## src/hw/rtl/spi_se_pkg.sv

```systemverilog
// ----------------------------------------------------------------------------
// SPI endpoint shift engine package
// Shared types, codes and widths of the SPI endpoint byte shifter.
// ----------------------------------------------------------------------------
package spi_se_pkg;

  localparam int unsigned ActionW  = 2;
  localparam int unsigned ByteW    = 8;
  localparam int unsigned ModeW    = 2;
  localparam int unsigned CountW   = 4;
  localparam int unsigned RegIdxW  = 1;
  localparam int unsigned CfgDataW = 2;

  localparam logic [CountW-1:0] LastEdge = 4'd15;

  typedef enum logic [ActionW-1:0] {
    ActClock  = 2'd0,
    ActLoad   = 2'd1,
    ActEnable = 2'd2
  } action_e;

  typedef enum logic [RegIdxW-1:0] {
    RegSerialMode = 1'd0,
    RegMsbFirst   = 1'd1
  } reg_idx_e;

  typedef struct packed {
    logic [ActionW-1:0] action;
    logic               clock_level;
    logic               data_in;
    logic [ByteW-1:0]   tx_byte;
    logic               enable;
  } in_item_t;

  typedef struct packed {
    logic               data_out;
    logic               frame_done;
    logic [ByteW-1:0]   shift_value;
  } out_item_t;

  typedef struct packed {
    logic                we;
    logic [RegIdxW-1:0]  idx;
    logic [CfgDataW-1:0] data;
  } cfg_wr_t;

  typedef struct packed {
    logic     valid;
    in_item_t item;
  } stage_t;

endpackage

```

## src/hw/rtl/spi_se_if.sv

```systemverilog
// ----------------------------------------------------------------------------
// SPI endpoint shift engine channels
// Valid/ready channels for input events and result transfers.
// ----------------------------------------------------------------------------
interface spi_se_in_if;
  logic                                valid;
  logic                                ready;
  logic [spi_se_pkg::ActionW-1:0]      action;
  logic                                clock_level;
  logic                                data_in;
  logic [spi_se_pkg::ByteW-1:0]        tx_byte;
  logic                                enable;

  modport source (output valid, action, clock_level, data_in, tx_byte, enable,
                  input ready);
  modport sink   (input valid, action, clock_level, data_in, tx_byte, enable,
                  output ready);
endinterface

interface spi_se_out_if;
  logic                                valid;
  logic                                ready;
  logic                                data_out;
  logic                                frame_done;
  logic [spi_se_pkg::ByteW-1:0]        shift_value;

  modport source (output valid, data_out, frame_done, shift_value, input ready);
  modport sink   (input valid, data_out, frame_done, shift_value, output ready);
endinterface

```

## src/hw/rtl/spi_se_in_stage.sv

```systemverilog
// ----------------------------------------------------------------------------
// SPI endpoint shift engine input stage
// Registers one input event and hands it on when the engine advances.
// ----------------------------------------------------------------------------
module spi_se_in_stage (
  input  logic                 clk_i,
  input  logic                 rst_ni,
  input  logic                 in_valid_i,
  input  spi_se_pkg::in_item_t in_item_i,
  output logic                 in_ready_o,
  input  logic                 advance_i,
  output spi_se_pkg::stage_t   stage_o
);

  logic                 valid_q, valid_d;
  spi_se_pkg::in_item_t item_q;
  logic                 load;

  assign in_ready_o = !valid_q || advance_i;
  assign load       = in_valid_i && in_ready_o;

  always_comb begin
    valid_d = valid_q;
    if (load) begin
      valid_d = 1'b1;
    end else if (advance_i) begin
      valid_d = 1'b0;
    end
  end

  always_ff @(posedge clk_i or negedge rst_ni) begin
    if (!rst_ni) begin
      valid_q <= 1'b0;
    end else begin
      valid_q <= valid_d;
    end
  end

  always_ff @(posedge clk_i) begin
    if (load) begin
      item_q <= in_item_i;
    end
  end

  assign stage_o.valid = valid_q;
  assign stage_o.item  = item_q;

endmodule

```

## src/hw/rtl/spi_se_engine.sv

```systemverilog
// ----------------------------------------------------------------------------
// SPI endpoint shift engine datapath
// Endpoint state, edge decode, shifter update and result register.
// ----------------------------------------------------------------------------
module spi_se_engine (
  input  logic                  clk_i,
  input  logic                  rst_ni,
  input  spi_se_pkg::cfg_wr_t   cfg_i,
  input  spi_se_pkg::stage_t    stage_i,
  output logic                  advance_o,
  output logic                  out_valid_o,
  input  logic                  out_ready_i,
  output spi_se_pkg::out_item_t out_item_o
);

  logic [spi_se_pkg::ModeW-1:0]  mode_q;
  logic                          msb_q;
  logic [spi_se_pkg::ByteW-1:0]  shifter_q, shifter_d;
  logic [spi_se_pkg::CountW-1:0] count_q, count_d;
  logic                          en_q, en_d;
  logic                          clk_seen_q, clk_seen_d;
  logic                          lvl_q, lvl_d;
  logic                          done_d;
  logic                          out_valid_q;
  spi_se_pkg::out_item_t         out_q;

  logic                          cpol, cpha, eff, drive_bit, fire;
  logic [spi_se_pkg::ByteW-1:0]  shifted;
  spi_se_pkg::in_item_t          it;

  assign it        = stage_i.item;
  assign cpol      = mode_q[1];
  assign cpha      = mode_q[0];
  assign eff       = it.clock_level ^ cpol;
  assign drive_bit = msb_q ? shifter_q[spi_se_pkg::ByteW-1] : shifter_q[0];
  assign shifted   = msb_q ? {shifter_q[spi_se_pkg::ByteW-2:0], it.data_in}
                           : {it.data_in, shifter_q[spi_se_pkg::ByteW-1:1]};

  assign advance_o = !out_valid_q || out_ready_i;
  assign fire      = stage_i.valid && advance_o;

  always_comb begin
    shifter_d  = shifter_q;
    count_d    = count_q;
    en_d       = en_q;
    clk_seen_d = clk_seen_q;
    lvl_d      = lvl_q;
    done_d     = 1'b0;
    case (it.action)
      spi_se_pkg::ActClock: begin
        if (it.clock_level != clk_seen_q) begin
          clk_seen_d = it.clock_level;
          if (en_q) begin
            if (cpha) begin
              if (eff) lvl_d = drive_bit;
              else     shifter_d = shifted;
            end else begin
              if (eff) shifter_d = shifted;
              else if (count_q != spi_se_pkg::LastEdge) lvl_d = drive_bit;
            end
            if (count_q != spi_se_pkg::LastEdge) begin
              count_d = count_q + 1'b1;
            end else begin
              count_d = '0;
              done_d  = 1'b1;
            end
          end
        end
      end
      spi_se_pkg::ActLoad: begin
        shifter_d = it.tx_byte;
        lvl_d     = msb_q ? it.tx_byte[spi_se_pkg::ByteW-1] : it.tx_byte[0];
      end
      spi_se_pkg::ActEnable: begin
        if (it.enable && !en_q) count_d = '0;
        en_d = it.enable;
      end
      default: ;
    endcase
  end

  always_ff @(posedge clk_i or negedge rst_ni) begin
    if (!rst_ni) begin
      mode_q      <= '0;
      msb_q       <= 1'b1;
      shifter_q   <= '0;
      count_q     <= '0;
      en_q        <= 1'b0;
      clk_seen_q  <= 1'b0;
      lvl_q       <= 1'b0;
      out_valid_q <= 1'b0;
    end else begin
      if (fire) begin
        shifter_q  <= shifter_d;
        count_q    <= count_d;
        en_q       <= en_d;
        clk_seen_q <= clk_seen_d;
        lvl_q      <= lvl_d;
      end else if (cfg_i.we && cfg_i.idx == spi_se_pkg::RegMsbFirst) begin
        msb_q <= cfg_i.data[0];
        lvl_q <= cfg_i.data[0] ? shifter_q[spi_se_pkg::ByteW-1] : shifter_q[0];
      end else if (cfg_i.we && cfg_i.idx == spi_se_pkg::RegSerialMode) begin
        mode_q <= cfg_i.data;
      end
      if (fire) begin
        out_valid_q <= 1'b1;
      end else if (out_ready_i) begin
        out_valid_q <= 1'b0;
      end
    end
  end

  always_ff @(posedge clk_i) begin
    if (fire) begin
      out_q.data_out    <= lvl_d;
      out_q.frame_done  <= done_d;
      out_q.shift_value <= shifter_d;
    end
  end

  assign out_valid_o = out_valid_q;
  assign out_item_o  = out_q;

endmodule

```

## src/hw/rtl/spi_endpoint_shift_engine_core.sv

```systemverilog
// ----------------------------------------------------------------------------
// SPI endpoint shift engine core
// Event-driven SPI endpoint byte shifter for modes 0 to 3.
// ----------------------------------------------------------------------------
// Each input transfer is one event (clock line level, byte load or enable
// change) and gives exactly one result transfer, via the input register and
// then the result register. A new event is taken every cycle while the result
// side keeps up: the edge decode and shifter update write the result register
// in one step. Configuration writes are lost when an event moves on in the
// same cycle; the user must make them while no event is in flight, which the
// block itself does not enforce.
module spi_endpoint_shift_engine_core (
  input  logic                               clk_i,
  input  logic                               rst_ni,
  input  logic                               cfg_we_i,
  input  logic [spi_se_pkg::RegIdxW-1:0]     cfg_idx_i,
  input  logic [spi_se_pkg::CfgDataW-1:0]    cfg_data_i,
  spi_se_in_if.sink                          in_i,
  spi_se_out_if.source                       out_o
);

  spi_se_pkg::in_item_t  in_item;
  spi_se_pkg::stage_t    stage;
  spi_se_pkg::cfg_wr_t   cfg;
  spi_se_pkg::out_item_t out_item;
  logic                  advance;

  assign in_item.action      = in_i.action;
  assign in_item.clock_level = in_i.clock_level;
  assign in_item.data_in     = in_i.data_in;
  assign in_item.tx_byte     = in_i.tx_byte;
  assign in_item.enable      = in_i.enable;

  assign cfg.we   = cfg_we_i;
  assign cfg.idx  = cfg_idx_i;
  assign cfg.data = cfg_data_i;

  spi_se_in_stage u_in_stage (
    .clk_i      (clk_i),
    .rst_ni     (rst_ni),
    .in_valid_i (in_i.valid),
    .in_item_i  (in_item),
    .in_ready_o (in_i.ready),
    .advance_i  (advance),
    .stage_o    (stage)
  );

  spi_se_engine u_engine (
    .clk_i       (clk_i),
    .rst_ni      (rst_ni),
    .cfg_i       (cfg),
    .stage_i     (stage),
    .advance_o   (advance),
    .out_valid_o (out_o.valid),
    .out_ready_i (out_o.ready),
    .out_item_o  (out_item)
  );

  assign out_o.data_out    = out_item.data_out;
  assign out_o.frame_done  = out_item.frame_done;
  assign out_o.shift_value = out_item.shift_value;

endmodule

```

## src/flat_wrapper.sv

```systemverilog
// flat-port wrapper written by rule: the top's interface ports become plain ports
module spi_endpoint_shift_engine_core_flat 
  (clk_i, rst_ni, cfg_we_i, cfg_idx_i, cfg_data_i, in_i_valid, in_i_action, in_i_clock_level, in_i_data_in, in_i_tx_byte, in_i_enable, in_i_ready, out_o_valid, out_o_data_out, out_o_frame_done, out_o_shift_value, out_o_ready);
  spi_se_in_if in_i_i ();
  spi_se_out_if out_o_i ();
  input  logic clk_i;
  input  logic rst_ni;
  input  logic cfg_we_i;
  input  logic [spi_se_pkg::RegIdxW-1:0] cfg_idx_i;
  input  logic [spi_se_pkg::CfgDataW-1:0] cfg_data_i;
  input wire logic [$bits(in_i_i.valid)-1:0] in_i_valid;
  input wire logic [$bits(in_i_i.action)-1:0] in_i_action;
  input wire logic [$bits(in_i_i.clock_level)-1:0] in_i_clock_level;
  input wire logic [$bits(in_i_i.data_in)-1:0] in_i_data_in;
  input wire logic [$bits(in_i_i.tx_byte)-1:0] in_i_tx_byte;
  input wire logic [$bits(in_i_i.enable)-1:0] in_i_enable;
  output wire logic [$bits(in_i_i.ready)-1:0] in_i_ready;
  output wire logic [$bits(out_o_i.valid)-1:0] out_o_valid;
  output wire logic [$bits(out_o_i.data_out)-1:0] out_o_data_out;
  output wire logic [$bits(out_o_i.frame_done)-1:0] out_o_frame_done;
  output wire logic [$bits(out_o_i.shift_value)-1:0] out_o_shift_value;
  input wire logic [$bits(out_o_i.ready)-1:0] out_o_ready;
  assign in_i_i.valid = in_i_valid;
  assign in_i_i.action = in_i_action;
  assign in_i_i.clock_level = in_i_clock_level;
  assign in_i_i.data_in = in_i_data_in;
  assign in_i_i.tx_byte = in_i_tx_byte;
  assign in_i_i.enable = in_i_enable;
  assign in_i_ready = in_i_i.ready;
  assign out_o_valid = out_o_i.valid;
  assign out_o_data_out = out_o_i.data_out;
  assign out_o_frame_done = out_o_i.frame_done;
  assign out_o_shift_value = out_o_i.shift_value;
  assign out_o_i.ready = out_o_ready;
  spi_endpoint_shift_engine_core u_core (.clk_i(clk_i), .rst_ni(rst_ni), .cfg_we_i(cfg_we_i), .cfg_idx_i(cfg_idx_i), .cfg_data_i(cfg_data_i), .in_i(in_i_i), .out_o(out_o_i));
endmodule
```

## config.mk

```make
export PLATFORM = sky130hd
export DESIGN_NAME = spi_endpoint_shift_engine_core_flat
export DESIGN_NICKNAME = d
export VERILOG_FILES = /design/src/hw/rtl/spi_se_pkg.sv /design/src/hw/rtl/spi_se_if.sv /design/src/hw/rtl/spi_se_in_stage.sv /design/src/hw/rtl/spi_se_engine.sv /design/src/hw/rtl/spi_endpoint_shift_engine_core.sv /design/src/flat_wrapper.sv
export SDC_FILE = /design/constraint.sdc
export NUM_CORES = 1
export LEC_CHECK = 0
export ABC_AREA = 1
export BUFFER_PORTS_ARGS = -buffer_cell sky130_fd_sc_hd__clkbuf_2
export CAP_MARGIN = 10
export CELL_PAD_IN_SITES_DETAIL_PLACEMENT = 1
export CELL_PAD_IN_SITES_GLOBAL_PLACEMENT = 1
export CORE_MARGIN = 4
export CORE_UTILIZATION = 46
export DETAILED_ROUTE_END_ITERATION = 10
export PLACE_DENSITY = 0.84
export SETUP_SLACK_MARGIN = 0.05
export SLEW_MARGIN = 20
export SYNTH_ARGS = -nofsm -noshare
export SYNTH_HDL_FRONTEND = slang
export SYNTH_HIERARCHICAL = 1
export SYNTH_SLANG_ARGS = --single-unit
export TNS_END_PERCENT = 20
```

## constraint.sdc

```tcl
create_clock -name clk_i -period 2.67 [get_ports clk_i]
set_input_delay 0.801 -clock clk_i [delete_from_list [all_inputs] [get_ports clk_i]]
set_output_delay 0.801 -clock clk_i [all_outputs]
set_load 0.1 [all_outputs]
```

==> impl_results.rst, run 1 <==
.. list-table::
   :header-rows: 1

   * - Metric
     - Value
   * - Result of the run
     - finished clean
   * - Total of max-cap violations
     - 0
   * - Critical Path Sink Type
     - output pin
   * - First-pass GRT wire length
     - 8720 um
   * - Instance area at placement
     - 0.00242 mm2
   * - CP Launch Type
     - input pin
   * - Top flip-flop cell by instance count after synthesis
     - sky130_fd_sc_hd__edfxtp_1
   * - Slew HR
     - 63.1%
   * - Post-CTS setup-driven buffer insertion count
     - 0
   * - Number of iterations in the first detailed-routing pass
     - 4
   * - Max Clk Rate
     - 442 MHz
   * - Total Routing Usage GR
     - 18.7%
   * - Pin count of the biggest net entering global routing
     - 23
   * - Critical path fanouts, max
     - 2
   * - Power Total
     - 1990 uW
   * - Number of antenna violations at the first check in global routing
     - 0
   * - Filler cell count
     - 558
   * - Number of global-route vias before repair
     - 1842
   * - Average wire per cell in the routed design
     - 14.9 um
   * - Yosys top cell by area
     - sky130_fd_sc_hd__edfxtp_1
   * - Area of the die
     - 0.00595 mm2
   * - Measured slew at the worst slew-check pin
     - 0.553 ns
   * - Count of cell types in the netlist
     - 28
   * - Count of final max-slew check failures
     - 0
   * - Horiz. Die Dim
     - 77.2 um
   * - Sinks on the clock net
     - 43
   * - Final hold viol count
     - 0
   * - Final TNS setup
     - 0 ns
   * - CORE AREA
     - 0.00450 mm2
   * - Dpl hpwl
     - 3720 um
   * - Via count
     - 1770
   * - Number of buffers on the longest clock path
     - 2
   * - Post-cts hold buffer count
     - 0
   * - Final routed wirelength across all metal layers
     - 5040 um
   * - Netlist area before placement
     - 0.00220 mm2
   * - Initial standard-cell utilization of the core
     - 48.8%
   * - Critical setup path kind
     - in2out
   * - Setup repair after global routing missed its margin
     - no
   * - Number of design-rule violations left by the first detailed-router iteration
     - 115
   * - Per-instance average area after synthesis
     - 8.80 um2
   * - Number of nets in the layout
     - 308
   * - Layout cell share with drive strength beyond 1
     - 24.0%
   * - Number of synthesized flops with an enable pin
     - 23
   * - Synthesis-to-layout area growth
     - 13.9%
   * - Total congestion overflow after global routing
     - 0
   * - Worst r2r path cells
     - 7
   * - Final Skew
     - 0.00749 ns
   * - Die Ht
     - 77.2 um
   * - Synth top area share
     - 31.4%
   * - Number of antenna repair diodes
     - 0
   * - Number of levels the H-tree was split into
     - 2
   * - Drc violations
     - 0
   * - CTS tree
     - done
   * - Cells resized by post-CTS repair
     - 0
   * - Gpl congestion
     - 0.789
   * - Proportion of synthesized flip-flops having asynchronous set or reset
     - 46.5%
   * - I/O pin count
     - 33
   * - Crit path time final
     - 2.26 ns
   * - Number of failing setup endpoints in the final timing report
     - 0
   * - Post-Synthesis Net Count
     - 272
   * - Worst Path Required
     - 1.87 ns
   * - Clk slew on worst S/H paths
     - 0.08 ns
   * - Leading post-synthesis cells by cell area
     - sky130_fd_sc_hd__edfxtp_1, sky130_fd_sc_hd__dfrtp_1, sky130_fd_sc_hd__nand2_1
   * - Static Leak
     - 0.00124 uW
   * - Total number of yosys warnings
     - 6
   * - Maximum vdd ir drop
     - 0.414 mV
   * - Synth Register Bits
     - 43
   * - Summed area of non-filler cells in the final layout
     - 0.00250 mm2
   * - Antenna Violating Nets Remaining
     - 0
   * - Mapped Cells
     - 250
   * - Number of standard-cell rows in the floorplan
     - 24
   * - Number of buffers added by the clock tree synthesis step
     - 5
   * - Fraction of the yosys area taken by sequential cells
     - 54.2%
   * - Clock Tree Root
     - sky130_fd_sc_hd__clkbuf_8
   * - Input/output buffers
     - 32
   * - Via-to-Cell Ratio
     - 5.22
   * - Most common library cells after synthesis
     - sky130_fd_sc_hd__nand2_1, sky130_fd_sc_hd__inv_1, sky130_fd_sc_hd__edfxtp_1
   * - Pwr per Cell Area
     - 796 mW/mm2
   * - Arrival time of data at the critical path endpoint
     - 1.46 ns
   * - Clock Latency Late Sink
     - 0.29 ns
   * - Class of the worst hold path
     - in2async
   * - Final period utilization
     - 84.7%
   * - Count leader, synth
     - sky130_fd_sc_hd__nand2_1
-- path summary, 6_finish.rpt --
kind                                               from                            end  slack (ns)
setup / recovery                            out_o_ready                     in_i_ready        0.41
hold / removal                                   rst_ni   u_core/u_engine/shifter_q[6]        0.48
setup reg to reg             u_core/u_engine/count_q[0]  u_core/u_engine/out_item_o[9]        1.13
hold reg to reg            u_core/u_engine/shifter_q[7]   u_core/u_engine/shifter_q[7]        0.52
max in group asynchronous                        rst_ni   u_core/u_engine/shifter_q[2]        1.81
min in group clk_i         u_core/u_engine/shifter_q[7]   u_core/u_engine/shifter_q[7]        0.52
-- layout make-up --
cell class                      instances  area, um2  share of cell area (%)
Sequential cell                        43       1190                    47.6
Inverter                               36        138                    5.49
Timing Repair Buffer                   35        198                    7.89
Tap cell                               52       65.1                    2.60
Clock inverter                          1       5.00                   0.200
Clock buffer                            7       76.3                    3.05
Multi-Input combinational cell        165        831                    33.2
-- critical path: stages --
cell	delay, ns
sky130_fd_sc_hd__clkbuf_2	0.09
sky130_fd_sc_hd__inv_1	0.10
sky130_fd_sc_hd__nand2_1	0.09
sky130_fd_sc_hd__inv_1	0.08
sky130_fd_sc_hd__nand2_1	0.11
sky130_fd_sc_hd__buf_12	0.19
-- metal layers --
| metal | vias up | GRT usage, % | part of all wire [%] |
|---|---|---|---|
| li1 | 871 | - | - |
| met1 | 856 | 23.4 | 45 |
| met2 | 37 | 31.2 | 49 |
| met3 | 6 | 4.68 | 4.0 |
| met4 | 0 | 7.12 | 1.4 |
| met5 | - | 0 | 0 |
-- state kept, by name (all words and copies together), names as in the netlist --
register                     count
u_core/u_in_stage/stage_o       13
u_core/u_engine/out_item_o      10
u_core/u_engine/shifter_q        8
u_core/u_engine/count_q          4
u_core/u_engine/mode_q           2
u_core/u_engine/clk_seen_q       1
u_core/u_engine/en_q             1
u_core/u_engine/lvl_q            1
u_core/u_engine/msb_q            1
u_core/u_engine/out_valid_o      1
u_core/u_in_stage/valid_q        1
-- per-stage QoR --
step	worst slack, ns	hold slack, ns	util (%)	cells
6_report	0.409	0.482	55.6	339
5_1_grt	0.361	0.502	55.6	339
4_1_cts	0.403	0.502	55.6	339
3_5_place_dp	0.410	0.495	53.8	331
3_3_place_gp	0.476	0.466	53.8	331
2_1_floorplan	0.112	0.449	-	250
-- where the power goes --
group	internal, uW	switching (uW)	total [uW]
logic	186	482	668
clock network	184	214	398
registers	826	102	928
total	1200	798	1990
-- layout by cell type (no fill, tap or decap), drive strengths merged --
master / synthesis / routed
dfstp: 1 / 1
o31ai: 2 / 2
nand3: 24 / 24
nor2: 15 / 15
or2: 1 / 1
dfrtp: 19 / 19
o21ai: 15 / 15
inv: 36 / 36
clkbuf: 2 / 38
edfxtp: 23 / 23
buf: 4 / 4
nand3b: 1 / 1
nand2: 86 / 86
a21oi: 16 / 16
o211ai: 1 / 1
clkinv: 0 / 1
xnor2: 1 / 1
a31oi: 1 / 1
xor2: 1 / 1
ha: 1 / 1
-- logic make-up after synthesis --
logic type / count (synthesis) / synth area share [%]
xor gates and xnor gates: 2 / 0.797
DFF: 43 / 54.2
adders and majority gates: 1 / 0.569
AOI/OAI and AO/OA: 35 / 9.33
buffers and inverters: 42 / 8.02
and+or+nand+nor: 127 / 27.1
Note: power is estimated with default switching activity, not from simulation.
==> inputs of run 2 (changes only) <==
CORE_UTILIZATION = 42   (was 46)
PLACE_DENSITY = 0.78   (was 0.84)
clock period = 2.2 ns   (was 2.67 ns; I/O delays follow)
==> run 2 against run 1 <==
  * Combinational power rose by 22%
  * Sequential share of layout area down 0.65 points
  * Global-route usage shrank 1.5 points
  * Register-to-register slack worse by 0.46 ns
  * Routed wire length decreased by 1.5%
  * Highest routed layer unchanged
  * Total power is 22% higher
  * Final area grew 1.5%
  * First-iteration DRC count shrank 1.7%
  * Clock power rose by 26%
  * Core utilization down 5.8 points
  * Critical path depth is the same
==> impl_results.rst, run 2 (same netlist as run 1, synthesis figures left out) <==
.. list-table::
   :header-rows: 1

   * - Metric
     - Value
   * - Combinational cell fraction of total power
     - 33.3%
   * - CP Launch Type
     - input pin
   * - Switching portion of total power
     - 40.4%
   * - Via count
     - 1759
   * - Most frequent cells in the layout
     - sky130_fd_sc_hd__nand2_1, sky130_fd_sc_hd__inv_1, sky130_fd_sc_hd__clkbuf_2
   * - Drc violations
     - 0
   * - Filler cell count
     - 642
   * - Result of the run
     - finished clean
   * - CTS tree
     - done
   * - Number of buffers on the longest clock path
     - 2
   * - Cells resized by post-CTS repair
     - 0
   * - Gpl congestion
     - 0.748
   * - Area of the die
     - 0.00646 mm2
   * - Crit path time final
     - 1.91 ns
   * - Number of iterations in the first detailed-routing pass
     - 4
   * - Dpl hpwl
     - 3700 um
   * - Number of levels the H-tree was split into
     - 2
   * - Most frequent standard cell in the layout excluding fill and tap cells
     - sky130_fd_sc_hd__nand2_1
   * - Sequential share of power
     - 46.1%
   * - Initial standard-cell utilization of the core
     - 43.1%
   * - Number of standard-cell rows in the floorplan
     - 26
   * - Class of the worst hold path
     - in2async
   * - Arrival time of data at the critical path endpoint
     - 1.25 ns
   * - Static Leak
     - 0.00124 uW
   * - Sinks on the clock net
     - 43
   * - Number of nets in the layout
     - 309
   * - Via-to-Cell Ratio
     - 4.91
   * - Final routed wirelength across all metal layers
     - 4960 um
   * - Clk slew on worst S/H paths
     - 0.08 ns
   * - Total of max-cap violations
     - 0
   * - Post-CTS setup-driven buffer insertion count
     - 0
   * - Final hold viol count
     - 0
   * - Critical Path Sink Type
     - output pin
   * - I/O pin count
     - 33
   * - Critical setup path kind
     - in2out
   * - Max reg flops
     - 13
   * - Slew HR
     - 60.3%
   * - Layout cell share with drive strength beyond 1
     - 25.3%
   * - Number of antenna repair diodes
     - 0
   * - Final Skew
     - 0.00244 ns
   * - Worst-case setup slack after placement
     - 0.289 ns
   * - Setup WS post-layout
     - 0.290 ns
   * - Number of design-rule violations left by the first detailed-router iteration
     - 113
   * - Area occupied by registers
     - 0.00119 mm2
   * - First-pass GRT wire length
     - 8540 um
   * - Pwr per Cell Area
     - 958 mW/mm2
   * - Setup repair after global routing missed its margin
     - no
   * - Number of antenna violations at the first check in global routing
     - 0
   * - Number of buffers added by the clock tree synthesis step
     - 5
   * - Synthesis-to-layout area growth
     - 15.6%
   * - Switching power total
     - 984 uW
   * - Critical path fanouts, max
     - 2
   * - CORE AREA
     - 0.00511 mm2
   * - Area taken by multi-input logic gates
     - 833 um2
   * - Number of failing setup endpoints in the final timing report
     - 0
   * - Final core utilization
     - 49.8%
   * - Clock Tree Root
     - sky130_fd_sc_hd__clkbuf_8
   * - Input/output buffers
     - 32
   * - Count of final max-slew check failures
     - 0
   * - Horiz. Die Dim
     - 80.4 um
   * - Antenna Violating Nets Remaining
     - 0
   * - Average wire per cell in the routed design
     - 13.9 um
   * - Number of global-route vias before repair
     - 1808
   * - Clock power frac
     - 20.5%
   * - Max Clk Rate
     - 524 MHz
   * - Internal power summed over all cells
     - 1450 uW
   * - Die Ht
     - 80.4 um
   * - Post-cts hold buffer count
     - 0
   * - Maximum vdd ir drop
     - 0.459 mV
   * - Final period utilization
     - 86.8%
   * - Total Routing Usage GR
     - 17.3%
   * - Clock Latency Late Sink
     - 0.30 ns
   * - Measured slew at the worst slew-check pin
     - 0.596 ns
   * - Final TNS setup
     - 0 ns
   * - Worst Path Required
     - 1.54 ns
   * - Pin count of the biggest net entering global routing
     - 22
   * - Total congestion overflow after global routing
     - 0
## run 2: cell types whose count changed in the layout (fill, tap and decap cells not counted), sizes merged
cell / change
clkbuf: -1
clkinvlp: +1
buf: +1
## run 2: power by group through the flow
stage,Clock [uW],Combinational (uW),Sequential (uW)
final,500,812,1120
after floorplan,0,467,1300
after global placement,0,793,1130
after CTS,513,820,1130
after global routing,550,907,1150
after detailed placement,0,816,1140
## run 2: layer usage
layer	track usage [%]	up-vias	routed length, um
li1	-	873	-
met1	23.3	837	2330
met2	27.7	44	2340
met3	4.48	5	246
met4	4.05	0	43
met5	0	-	0
## run 2: final cells by class
| type | count | area share (%) |
|---|---|---|
| clock buffers | 6 | 2.85 |
| clock inverters | 2 | 0.492 |
| inverters | 36 | 5.41 |
| multi-input cells | 165 | 32.8 |
| flip-flops and latches | 43 | 46.9 |
| well taps | 70 | 3.44 |
| repair buffers | 36 | 8.07 |
## run 2: critical path: stages
cell                       delay, ns
sky130_fd_sc_hd__clkbuf_2       0.08
sky130_fd_sc_hd__inv_1          0.10
sky130_fd_sc_hd__nand2_1        0.08
sky130_fd_sc_hd__inv_1          0.09
sky130_fd_sc_hd__nand2_2        0.08
sky130_fd_sc_hd__buf_12         0.17
## run 2: worst paths after layout
check                                                     to  depth (start not counted)                         start  slack, ns
worst max register to register    u_core/u_engine/clk_seen_q                          6     u_core/u_in_stage/valid_q       0.67
worst max-delay path                              in_i_ready                          6                   out_o_ready       0.29
worst min-delay path              u_core/u_engine/count_q[0]                          1                        rst_ni       0.35
min in group clk_i              u_core/u_engine/shifter_q[7]                          2  u_core/u_engine/shifter_q[7]       0.51
max in group asynchronous        u_core/u_engine/out_valid_o                          1                        rst_ni       1.43
worst min register to register  u_core/u_engine/shifter_q[7]                          2  u_core/u_engine/shifter_q[7]       0.51
## run 2: stage by stage
step                      hold slack, ns  cells  cell area, um2  power (uW)
after detailed placement           0.484    350            2460        1960
after global routing               0.392    358            2540        2600
after global placement             0.469    350            2460        1930
final                              0.349    358            2540        2440
after CTS                          0.366    358            2540        2460
after floorplan                    0.364    250            2200        1770
